==> config.mk <==
export PLATFORM = sky130hd
export DESIGN_NAME = mono_last_note_priority_stack_top_flat
export DESIGN_NICKNAME = d
export VERILOG_FILES = /design/src/hdl/mlnps_pkg.sv /design/src/hdl/mlnps_if.sv /design/src/hdl/mono_last_note_priority_stack_top.sv /design/src/hdl/mlnps_ram.sv /design/src/hdl/mlnps_seq.sv /design/src/flat_wrapper.sv
export SDC_FILE = /design/constraint.sdc
export NUM_CORES = 1
export LEC_CHECK = 0
export ABC_AREA = 1
export BUFFER_PORTS_ARGS = -buffer_cell sky130_fd_sc_hd__buf_2
export CORE_UTILIZATION = 61
export CTS_CLUSTER_DIAMETER = 30
export DETAILED_ROUTE_END_ITERATION = 10
export PLACE_DENSITY = 0.77
export SETUP_SLACK_MARGIN = 0.05
export SLEW_MARGIN = 20
export SYNTH_ARGS = -nofsm -noshare
export SYNTH_HDL_FRONTEND = slang
export SYNTH_SLANG_ARGS = --single-unit
==> constraint.sdc <==
create_clock -name clk -period 3.1 [get_ports clk]
set_input_delay 0.62 -clock clk [delete_from_list [all_inputs] [get_ports clk]]
set_output_delay 0.62 -clock clk [all_outputs]
set_load 0.01 [all_outputs]
==> src/hdl/mlnps_pkg.sv <==
`timescale 1ns / 1ps

package mlnps_pkg;

  localparam int STACK_DEPTH_DEF = 16;

  // fallback retrigger velocity, 0.7 of full scale rounded
  localparam logic [6:0] FALLBACK_VEL = 7'd89;

  // event kinds
  localparam logic [1:0] KIND_ON      = 2'd0;
  localparam logic [1:0] KIND_OFF     = 2'd1;
  localparam logic [1:0] KIND_ALL_OFF = 2'd2;

  // voice actions
  localparam logic [1:0] ACT_NONE  = 2'd0;
  localparam logic [1:0] ACT_START = 2'd1;
  localparam logic [1:0] ACT_STOP  = 2'd2;

  typedef enum logic [2:0] {
    ST_IDLE,
    ST_SCAN,
    ST_SHIFT,
    ST_PUSH,
    ST_TOP,
    ST_TOPWAIT,
    ST_FINISH
  } seq_state_t;

  typedef struct packed {
    logic [1:0] action;
    logic [6:0] voice_note;
    logic [6:0] voice_velocity;
    logic       fast_release;
    logic [4:0] held_count;
  } result_t;

endpackage

==> src/hdl/mlnps_if.sv <==
`timescale 1ns / 1ps

interface mlnps_event_if;
  logic       valid;
  logic       ready;
  logic [1:0] kind;
  logic [6:0] note;
  logic [6:0] velocity;

  modport source (output valid, output kind, output note, output velocity, input ready);
  modport sink (input valid, input kind, input note, input velocity, output ready);
endinterface

interface mlnps_voice_if;
  logic       valid;
  logic       ready;
  logic [1:0] action;
  logic [6:0] voice_note;
  logic [6:0] voice_velocity;
  logic       fast_release;
  logic [4:0] held_count;

  modport source (output valid, output action, output voice_note, output voice_velocity,
                  output fast_release, output held_count, input ready);
  modport sink (input valid, input action, input voice_note, input voice_velocity,
                input fast_release, input held_count, output ready);
endinterface

==> src/hdl/mono_last_note_priority_stack_top.sv <==
`timescale 1ns / 1ps

// monophonic last-note priority stack
// evt channel: one request per MIDI event (kind, note, velocity); a note-on
// with velocity zero counts as a note-off
// voice channel: exactly one result per request (action, voice_note,
// voice_velocity, fast_release, held_count)
// held notes sit in a single-port-write, single-port-read memory; each note
// event does a serial compaction pass over the held entries, one read a cycle
// per request: a note-off runs the scan, then reads the new top entry when
// the sounding note was released and others remain, so the newest held note
// retriggers; a note-on runs the scan, shifts out the oldest entry when the
// stack was full, then pushes; all-notes-off and unknown kinds go straight
// to the result; the compaction scan sets the rate
// a new request is taken once the sequencer is back in idle, even while the
// previous result still waits in the output register
// if the receiver stalls, the result holds in the output register and the
// sequencer waits in its last state until the register frees
// reset (rst, synchronous) empties the stack and marks nothing sounding; the
// memory needs no clearing since only entries below the count are read
module mono_last_note_priority_stack_top #(
  parameter int STACK_DEPTH = mlnps_pkg::STACK_DEPTH_DEF
) (
  input  logic          clk,
  input  logic          rst,
  mlnps_event_if.sink   evt,
  mlnps_voice_if.source voice
);

  localparam int AW = $clog2(STACK_DEPTH);

  logic          ram_we;
  logic [AW-1:0] ram_waddr;
  logic [6:0]    ram_wdata;
  logic          ram_re;
  logic [AW-1:0] ram_raddr;
  logic [6:0]    ram_rdata;

  mlnps_pkg::result_t res;
  mlnps_pkg::result_t out_res;
  logic               res_valid;
  logic               res_free;
  logic               out_valid;

  // held note storage
  mlnps_ram #(
    .WIDTH (7),
    .DEPTH (STACK_DEPTH)
  ) u_ram (
    .clk   (clk),
    .we    (ram_we),
    .waddr (ram_waddr),
    .wdata (ram_wdata),
    .re    (ram_re),
    .raddr (ram_raddr),
    .rdata (ram_rdata)
  );

  // event sequencer: scan, shift, push and retrigger
  mlnps_seq #(
    .STACK_DEPTH (STACK_DEPTH)
  ) u_seq (
    .clk       (clk),
    .rst       (rst),
    .evt       (evt),
    .ram_we    (ram_we),
    .ram_waddr (ram_waddr),
    .ram_wdata (ram_wdata),
    .ram_re    (ram_re),
    .ram_raddr (ram_raddr),
    .ram_rdata (ram_rdata),
    .res       (res),
    .res_valid (res_valid),
    .res_free  (res_free)
  );

  // output register, free when empty or being drained this cycle
  assign res_free = !out_valid || voice.ready;

  always_ff @(posedge clk) begin
    if (rst) begin
      out_valid <= 1'b0;
    end else if (res_valid && res_free) begin
      out_valid <= 1'b1;
    end else if (voice.ready) begin
      out_valid <= 1'b0;
    end
  end

  // payload only, no reset needed
  always_ff @(posedge clk) begin
    if (res_valid && res_free) begin
      out_res <= res;
    end
  end

  assign voice.valid          = out_valid;
  assign voice.action         = out_res.action;
  assign voice.voice_note     = out_res.voice_note;
  assign voice.voice_velocity = out_res.voice_velocity;
  assign voice.fast_release   = out_res.fast_release;
  assign voice.held_count     = out_res.held_count;

  a_load_shows: assert property (@(posedge clk) disable iff (rst)
    (res_valid && res_free) |=> voice.valid)
    else $error("result handed over but not presented");

  a_valid_holds: assert property (@(posedge clk) disable iff (rst)
    (voice.valid && !voice.ready) |=> voice.valid)
    else $error("result dropped while the receiver stalls");

  a_payload_holds: assert property (@(posedge clk) disable iff (rst)
    (voice.valid && !voice.ready) |=> $stable(out_res))
    else $error("result changed while the receiver stalls");

endmodule

==> src/hdl/mlnps_ram.sv <==
`timescale 1ns / 1ps

module mlnps_ram #(
  parameter int WIDTH = 7,
  parameter int DEPTH = mlnps_pkg::STACK_DEPTH_DEF
) (
  input  logic                     clk,
  input  logic                     we,
  input  logic [$clog2(DEPTH)-1:0] waddr,
  input  logic [WIDTH-1:0]         wdata,
  input  logic                     re,
  input  logic [$clog2(DEPTH)-1:0] raddr,
  output logic [WIDTH-1:0]         rdata
);

  logic [WIDTH-1:0] mem [DEPTH];

  always_ff @(posedge clk) begin
    if (we) begin
      mem[waddr] <= wdata;
    end
    if (re) begin
      rdata <= mem[raddr];
    end
  end

endmodule

==> src/hdl/mlnps_seq.sv <==
`timescale 1ns / 1ps

module mlnps_seq #(
  parameter int STACK_DEPTH = mlnps_pkg::STACK_DEPTH_DEF
) (
  input  logic                           clk,
  input  logic                           rst,
  mlnps_event_if.sink                    evt,
  output logic                           ram_we,
  output logic [$clog2(STACK_DEPTH)-1:0] ram_waddr,
  output logic [6:0]                     ram_wdata,
  output logic                           ram_re,
  output logic [$clog2(STACK_DEPTH)-1:0] ram_raddr,
  input  logic [6:0]                     ram_rdata,
  output mlnps_pkg::result_t             res,
  output logic                           res_valid,
  input  logic                           res_free
);

  localparam int AW = $clog2(STACK_DEPTH);
  localparam int CW = $clog2(STACK_DEPTH + 1);
  localparam logic [CW-1:0] DEPTH_C = CW'(STACK_DEPTH);
  localparam logic [CW-1:0] ONE_C = CW'(1);

  mlnps_pkg::seq_state_t state, state_next;

  logic [CW-1:0] rd, rd_next;
  logic [CW-1:0] wr, wr_next;
  logic          pend, pend_next;
  logic [CW-1:0] count, count_next;
  logic          snd_valid, snd_valid_next;
  logic [6:0]    snd_note, snd_note_next;
  logic          is_on, is_on_next;
  logic [6:0]    cur_note, cur_note_next;
  logic [6:0]    cur_vel, cur_vel_next;
  mlnps_pkg::result_t res_next;
  logic [CW-1:0] top_idx;
  logic [1:0]    kind_eff;

  assign top_idx = count - ONE_C;

  always_ff @(posedge clk) begin
    if (rst) begin
      state     <= mlnps_pkg::ST_IDLE;
      pend      <= 1'b0;
      count     <= '0;
      snd_valid <= 1'b0;
      snd_note  <= '0;
    end else begin
      state     <= state_next;
      pend      <= pend_next;
      count     <= count_next;
      snd_valid <= snd_valid_next;
      snd_note  <= snd_note_next;
    end
  end

  always_ff @(posedge clk) begin
    rd       <= rd_next;
    wr       <= wr_next;
    is_on    <= is_on_next;
    cur_note <= cur_note_next;
    cur_vel  <= cur_vel_next;
    res      <= res_next;
  end

  always_comb begin
    state_next     = state;
    rd_next        = rd;
    wr_next        = wr;
    pend_next      = pend;
    count_next     = count;
    snd_valid_next = snd_valid;
    snd_note_next  = snd_note;
    is_on_next     = is_on;
    cur_note_next  = cur_note;
    cur_vel_next   = cur_vel;
    res_next       = res;
    ram_we         = 1'b0;
    ram_waddr      = wr[AW-1:0];
    ram_wdata      = ram_rdata;
    ram_re         = 1'b0;
    ram_raddr      = rd[AW-1:0];
    evt.ready      = 1'b0;
    res_valid      = 1'b0;
    kind_eff       = evt.kind;
    if (evt.kind == mlnps_pkg::KIND_ON && evt.velocity == 7'd0) begin
      kind_eff = mlnps_pkg::KIND_OFF;
    end

    unique case (state)
      mlnps_pkg::ST_IDLE: begin
        evt.ready = 1'b1;
        if (evt.valid) begin
          cur_note_next = evt.note;
          cur_vel_next  = evt.velocity;
          rd_next       = '0;
          wr_next       = '0;
          pend_next     = 1'b0;
          unique case (kind_eff) inside
            mlnps_pkg::KIND_ON, mlnps_pkg::KIND_OFF: begin
              is_on_next = (kind_eff == mlnps_pkg::KIND_ON);
              state_next = mlnps_pkg::ST_SCAN;
            end
            mlnps_pkg::KIND_ALL_OFF: begin
              count_next     = '0;
              snd_valid_next = 1'b0;
              snd_note_next  = '0;
              res_next       = '{mlnps_pkg::ACT_STOP, 7'd0, 7'd0, 1'b1, 5'd0};
              state_next     = mlnps_pkg::ST_FINISH;
            end
            default: begin
              res_next   = '{mlnps_pkg::ACT_NONE, 7'd0, 7'd0, 1'b0, 5'(count)};
              state_next = mlnps_pkg::ST_FINISH;
            end
          endcase
        end
      end

      // compact the stack in place, skipping copies of the event note
      mlnps_pkg::ST_SCAN: begin
        if (pend && ram_rdata != cur_note) begin
          ram_we  = 1'b1;
          wr_next = wr + ONE_C;
        end
        if (rd < count) begin
          ram_re    = 1'b1;
          rd_next   = rd + ONE_C;
          pend_next = 1'b1;
        end else begin
          pend_next = 1'b0;
        end
        if (rd == count && !pend) begin
          count_next = wr;
          if (is_on) begin
            if (wr == DEPTH_C) begin
              rd_next    = ONE_C;
              wr_next    = '0;
              state_next = mlnps_pkg::ST_SHIFT;
            end else begin
              state_next = mlnps_pkg::ST_PUSH;
            end
          end else if (snd_valid && snd_note == cur_note) begin
            if (wr != '0) begin
              state_next = mlnps_pkg::ST_TOP;
            end else begin
              snd_valid_next = 1'b0;
              snd_note_next  = '0;
              res_next       = '{mlnps_pkg::ACT_STOP, 7'd0, 7'd0, 1'b0, 5'(wr)};
              state_next     = mlnps_pkg::ST_FINISH;
            end
          end else begin
            res_next   = '{mlnps_pkg::ACT_NONE, 7'd0, 7'd0, 1'b0, 5'(wr)};
            state_next = mlnps_pkg::ST_FINISH;
          end
        end
      end

      // full stack: drop the oldest entry, move the rest down
      mlnps_pkg::ST_SHIFT: begin
        if (pend) begin
          ram_we  = 1'b1;
          wr_next = wr + ONE_C;
        end
        if (rd < DEPTH_C) begin
          ram_re    = 1'b1;
          rd_next   = rd + ONE_C;
          pend_next = 1'b1;
        end else begin
          pend_next = 1'b0;
        end
        if (rd == DEPTH_C && !pend) begin
          state_next = mlnps_pkg::ST_PUSH;
        end
      end

      mlnps_pkg::ST_PUSH: begin
        ram_we         = 1'b1;
        ram_wdata      = cur_note;
        count_next     = wr + ONE_C;
        snd_valid_next = 1'b1;
        snd_note_next  = cur_note;
        res_next       = '{mlnps_pkg::ACT_START, cur_note, cur_vel, 1'b0, 5'(wr + ONE_C)};
        state_next     = mlnps_pkg::ST_FINISH;
      end

      mlnps_pkg::ST_TOP: begin
        ram_re     = 1'b1;
        ram_raddr  = top_idx[AW-1:0];
        state_next = mlnps_pkg::ST_TOPWAIT;
      end

      mlnps_pkg::ST_TOPWAIT: begin
        snd_note_next = ram_rdata;
        res_next      = '{mlnps_pkg::ACT_START, ram_rdata, mlnps_pkg::FALLBACK_VEL, 1'b0,
                          5'(count)};
        state_next    = mlnps_pkg::ST_FINISH;
      end

      mlnps_pkg::ST_FINISH: begin
        res_valid = 1'b1;
        if (res_free) begin
          state_next = mlnps_pkg::ST_IDLE;
        end
      end

      default: begin
        state_next = mlnps_pkg::ST_IDLE;
      end
    endcase
  end

  a_no_same_addr: assert property (@(posedge clk) disable iff (rst)
    (ram_we && ram_re) |-> (ram_waddr != ram_raddr))
    else $error("stack memory read and written at one address");

  a_count_range: assert property (@(posedge clk) disable iff (rst)
    count <= DEPTH_C)
    else $error("stack count above depth");

  a_accept_leaves_idle: assert property (@(posedge clk) disable iff (rst)
    (evt.valid && evt.ready) |=> (state != mlnps_pkg::ST_IDLE))
    else $error("request accepted but sequencer stayed idle");

  a_silent_note_zero: assert property (@(posedge clk) disable iff (rst)
    !snd_valid |-> (snd_note == 7'd0))
    else $error("sounding note left set while nothing sounds");

  a_push_room: assert property (@(posedge clk) disable iff (rst)
    (state == mlnps_pkg::ST_PUSH) |-> (wr < DEPTH_C))
    else $error("push into a full stack");

endmodule
==> src/flat_wrapper.sv <==
// flat-port wrapper written by rule: the top's interface ports become plain ports
module mono_last_note_priority_stack_top_flat 
#(
  parameter int STACK_DEPTH = mlnps_pkg::STACK_DEPTH_DEF
)
  (clk, rst, evt_valid, evt_kind, evt_note, evt_velocity, evt_ready, voice_valid, voice_action, voice_voice_note, voice_voice_velocity, voice_fast_release, voice_held_count, voice_ready);
  mlnps_event_if evt_i ();
  mlnps_voice_if voice_i ();
  input  logic clk;
  input  logic rst;
  input wire logic [$bits(evt_i.valid)-1:0] evt_valid;
  input wire logic [$bits(evt_i.kind)-1:0] evt_kind;
  input wire logic [$bits(evt_i.note)-1:0] evt_note;
  input wire logic [$bits(evt_i.velocity)-1:0] evt_velocity;
  output wire logic [$bits(evt_i.ready)-1:0] evt_ready;
  output wire logic [$bits(voice_i.valid)-1:0] voice_valid;
  output wire logic [$bits(voice_i.action)-1:0] voice_action;
  output wire logic [$bits(voice_i.voice_note)-1:0] voice_voice_note;
  output wire logic [$bits(voice_i.voice_velocity)-1:0] voice_voice_velocity;
  output wire logic [$bits(voice_i.fast_release)-1:0] voice_fast_release;
  output wire logic [$bits(voice_i.held_count)-1:0] voice_held_count;
  input wire logic [$bits(voice_i.ready)-1:0] voice_ready;
  assign evt_i.valid = evt_valid;
  assign evt_i.kind = evt_kind;
  assign evt_i.note = evt_note;
  assign evt_i.velocity = evt_velocity;
  assign evt_ready = evt_i.ready;
  assign voice_valid = voice_i.valid;
  assign voice_action = voice_i.action;
  assign voice_voice_note = voice_i.voice_note;
  assign voice_voice_velocity = voice_i.voice_velocity;
  assign voice_fast_release = voice_i.fast_release;
  assign voice_held_count = voice_i.held_count;
  assign voice_i.ready = voice_ready;
  mono_last_note_priority_stack_top #(.STACK_DEPTH(STACK_DEPTH)) u_core (.clk(clk), .rst(rst), .evt(evt_i), .voice(voice_i));
endmodule
==> impl_metrics.csv <==
group,metric,value,unit
run_status,run_status,"complete, no violations",
place,place_ws,648,ps
global_routing,antenna_violations_before_repair,0,
route,drt-wirelength-per-cell,17.4,µm
route,post-route-drc-count,0,
synthesis,netlist.top_cell.by_area,"sky130_fd_sc_hd__edfxtp_1",
synthesis,yosys.area_share.adder,0.0160,
worst_setup_path,r2r-start,"u_core.u_ram.rdata[4]$_DFFE_PP_",
pwr,power.static_leakage,4.86,nW
synthesis,synthCells,935,
timing,slew_viol_final,0,
synthesis,synth-xor-area-share,0.0140,
clock_tree,postCtsSetupBuffers,0,
global_routing,grt_start_max_net_pins,57,
place,dp_hpwl,13900,µm
timing,holdWs,287,ps
timing,slew_headroom,0.253,
clock_tree,cts-buffers-inserted,39,
worst_setup_path,largest_fanout_of_any_net_on_the_critical_path,7,
min_path,holdCritStartpoint,"evt_note[6]",
clock_tree,cts_tree,"built",
synthesis,synth_sequential_area_ratio,0.639,
synthesis,synthesis.area,9400,µm²
floorplan,dieWidth,126,µm
floorplan,row_count,44,
synthesis,yosysWarningCount,0,
timing,finalCriticalPeriod,2450,ps
worst_setup_path,crit_path_capture_type,"register",
place,gpl.final_weighted_congestion,0.924,
clock_tree,ctsRootBufferMaster,"sky130_fd_sc_hd__clkbuf_16",
synthesis,netlist.area_leader.share,0.601,
synthesis,synth_compound_area_frac,0.0392,
worst_setup_path,setup.worst_path.start,"u_core.u_ram.rdata[4]$_DFFE_PP_",
floorplan,die_area,15900,µm²
timing,skew,15.2,ps
route,vias_per_cell,5.50,
synthesis,synth_mux_area_frac,0,
cells_and_area,finalInstanceArea,11200,µm²
timing,grt_setup_unrepaired,"no",
route,route.vias.total,6774,
timing,layout_setup_ws,648,ps
clock_tree,cts_sink_count,206,
clock_tree,cts.htree.levels,2,
worst_setup_path,start_kind,"register",
flow_run,maxCapViolCount,0,
pwr,report.power.total,13.0,mW
cells_and_area,layout-area-overhead-vs-synth,19.5,%
timing,worst_pin_slew,1110,ps
cells_and_area,post_route_cells_drive_above_1_share,0.158,
cells_and_area,insertedDiodeCount,0,
global_routing,met3_usage_grt,0.0497,
global_routing,globalRoute.busiestLayer,"met2",
floorplan,chipHeight,126,µm
synthesis,avgSynthCellArea,10.0,µm²
clock_tree,cts_resized,0,
synthesis,syn-num-nets,967,
floorplan,core_area,14800,µm²
timing,setup_viol,0,
min_path,min_path_type,"in -> reg",
route,routed_wirelength,21500,µm
timing,setup_total_negative_slack,0,ps
worst_setup_path,arrival,2570,ps
synthesis,yosys_register_bits,206,
place,io_buffers,43,
pwr,power_density,1160,nW/µm²
clock_tree,insertion_delay,510,ps
timing,maxClockFrequency,408,MHz
global_routing,grt_first_pass_wirelength,34300,µm
place,placed_cell_area,9880,µm²
synthesis,synth.top_cells.by_area,"sky130_fd_sc_hd__edfxtp_1 60%, sky130_fd_sc_hd__nand2_1 11%, sky130_fd_sc_hd__inv_1 5.5%, sky130_fd_sc_hd__nand3_1 5.0%, sky130_fd_sc_hd__dfxtp_1 3.8%",
synthesis,post_synth_and_or_nand_nor_area_fraction,0.215,
global_routing,first_global_vias,6610,
timing,timing.final.hold_violations,0,
global_routing,gr-usage-met1,0.389,
floorplan,io-pin-count,44,
global_routing,global_routing_usage_on_met2,0.460,
route,drtIter0Drc,817,
pwr,vdd_drop_max,841,µV
cells_and_area,finalNetCount,1048,
worst_setup_path,critPathKind,"reg -> reg",
global_routing,grt_util_all_layers,0.283,
floorplan,initial_utilization,0.637,
timing,min_period_over_period,0.791,
clock_tree,clk_pin_slew_worst_paths,50,ps
synthesis,cell_variety_after_synth,35,
clock_tree,cts_hold_repair.buffers,0,
route,drtAntennaViolNets,0,
worst_setup_path,required_worst_endpoint,3220,ps
synthesis,synth_top_family_by_area,"simple AND/OR/NAND/NOR gates",
clock_tree,cts_buffer_depth,3,
global_routing,grt_overflow_total,0,
route,drt_first_pass_iters,5,
## where the power goes
group          switching [mW]  internal, mW  total, mW
logic                    3.09          1.30       4.39
registers               0.343          4.01       4.35
clock network            1.37          2.86       4.24
total                    4.80          8.17       13.0
## cell families after synthesis
family	after synthesis
AND/OR/NAND/NOR	465
AO/OA/AOI/OAI	65
buffers and inverters	172
adder cells (fa/ha/maj)	12
flip-flops	206
XOR/XNOR	15
## cell usage in the layout, fill, tap and decap left out, drive strengths merged, types with 6 or more instances in the layout
cell / instances
nor2: 56
buf: 66
edfxtp: 188
nand2: 291
ha: 12
xor2: 8
dfxtp: 18
inv: 148
a21oi: 19
clkbuf: 44
o22ai: 9
bufinv: 6
clkinv: 17
xnor2: 7
o21ai: 31
nand4: 11
nand3: 94
## synthesized netlist by cell type
| cell type | instances |
|---|---|
| sky130_fd_sc_hd__nand2_1 | 281 |
| sky130_fd_sc_hd__a31o_2 | 1 |
| sky130_fd_sc_hd__nor3_1 | 4 |
| sky130_fd_sc_hd__o21ai_1 | 1 |
| sky130_fd_sc_hd__o21bai_1 | 1 |
| sky130_fd_sc_hd__nand2_4 | 3 |
| sky130_fd_sc_hd__nand3b_1 | 4 |
| sky130_fd_sc_hd__o22ai_1 | 9 |
| sky130_fd_sc_hd__o21ai_2 | 4 |
| sky130_fd_sc_hd__clkbuf_1 | 2 |
| sky130_fd_sc_hd__dfxtp_1 | 18 |
| sky130_fd_sc_hd__nand4_1 | 11 |
| sky130_fd_sc_hd__ha_1 | 12 |
| sky130_fd_sc_hd__a211oi_1 | 1 |
| sky130_fd_sc_hd__buf_2 | 11 |
| sky130_fd_sc_hd__inv_1 | 137 |
| sky130_fd_sc_hd__xor2_1 | 8 |
| sky130_fd_sc_hd__buf_4 | 9 |
| sky130_fd_sc_hd__nand3_1 | 93 |
| sky130_fd_sc_hd__xnor2_1 | 7 |
| sky130_fd_sc_hd__nor2_4 | 3 |
| sky130_fd_sc_hd__inv_2 | 9 |
| sky130_fd_sc_hd__nor2_1 | 51 |
| sky130_fd_sc_hd__nor2_8 | 1 |
| sky130_fd_sc_hd__or2_2 | 2 |
| sky130_fd_sc_hd__a21oi_1 | 19 |
| sky130_fd_sc_hd__or2_1 | 1 |
| sky130_fd_sc_hd__edfxtp_1 | 188 |
| sky130_fd_sc_hd__nand3_4 | 1 |
| sky130_fd_sc_hd__o21ai_0 | 26 |
| sky130_fd_sc_hd__nor2_2 | 1 |
| sky130_fd_sc_hd__buf_6 | 4 |
| sky130_fd_sc_hd__o211ai_1 | 3 |
| sky130_fd_sc_hd__nor4_1 | 2 |
| sky130_fd_sc_hd__nand2_2 | 7 |
## flip-flops by register name (all words and copies together), names as in the netlist, 7 cells and up
signal,count
u_core.u_ram.mem,112
u_core.u_seq.res,22
u_core.u_ram.rdata,7
u_core.u_seq.cur_note,7
u_core.u_seq.cur_vel,7
u_core.u_seq.snd_note,7
u_core.voice.voice_note,7
u_core.voice.voice_velocity,7
## final cells by class
cell class,instances,area [µm²]
sequential,206,6010
fill,968,3530
multi-input combinational,557,2690
clock buffer,44,1020
inverter,146,548
timing repair buffer,66,408
clock inverter,28,327
tap,184,230
## per-layer routing
layer / up-vias / share of wire / routed length, µm
met5: - / 0 / 0
met4: 0 / 0.018 / 392
met3: 44 / 0.085 / 1820
met2: 316 / 0.48 / 10300
met1: 3165 / 0.41 / 8910
li1: 3249 / - / -
## through the flow
| step | utilization | cells |
|---|---|---|
| 2_1_floorplan | - | 935 |
| 5_1_grt | 0.761 | 1231 |
| 4_1_cts | 0.761 | 1231 |
| 3_3_place_gp | 0.668 | 1158 |
| 6_report | 0.761 | 1231 |
| 3_5_place_dp | 0.670 | 1159 |
## critical path: stages (launching register included)
cell,delay (ps)
sky130_fd_sc_hd__edfxtp_1,450
sky130_fd_sc_hd__xnor2_1,180
sky130_fd_sc_hd__nand2_1,70
sky130_fd_sc_hd__nor2_1,40
sky130_fd_sc_hd__nand4_1,200
sky130_fd_sc_hd__nand3_1,160
sky130_fd_sc_hd__nand2_1,190
sky130_fd_sc_hd__nand2_1,140
sky130_fd_sc_hd__nor2_1,640
## final timing paths
path                                           to  slack (ps)  depth (start not counted)
min reg2reg  u_core.voice.held_count[2]$_DFFE_PP_         410                          0
min            u_core.u_seq.cur_note[6]$_DFFE_PP_         290                          1
max             u_core.u_ram.mem[14][5]$_DFFE_PP_         650                          8
max reg2reg     u_core.u_ram.mem[14][5]$_DFFE_PP_         650                          8
(Power assumes the default switching activity.)
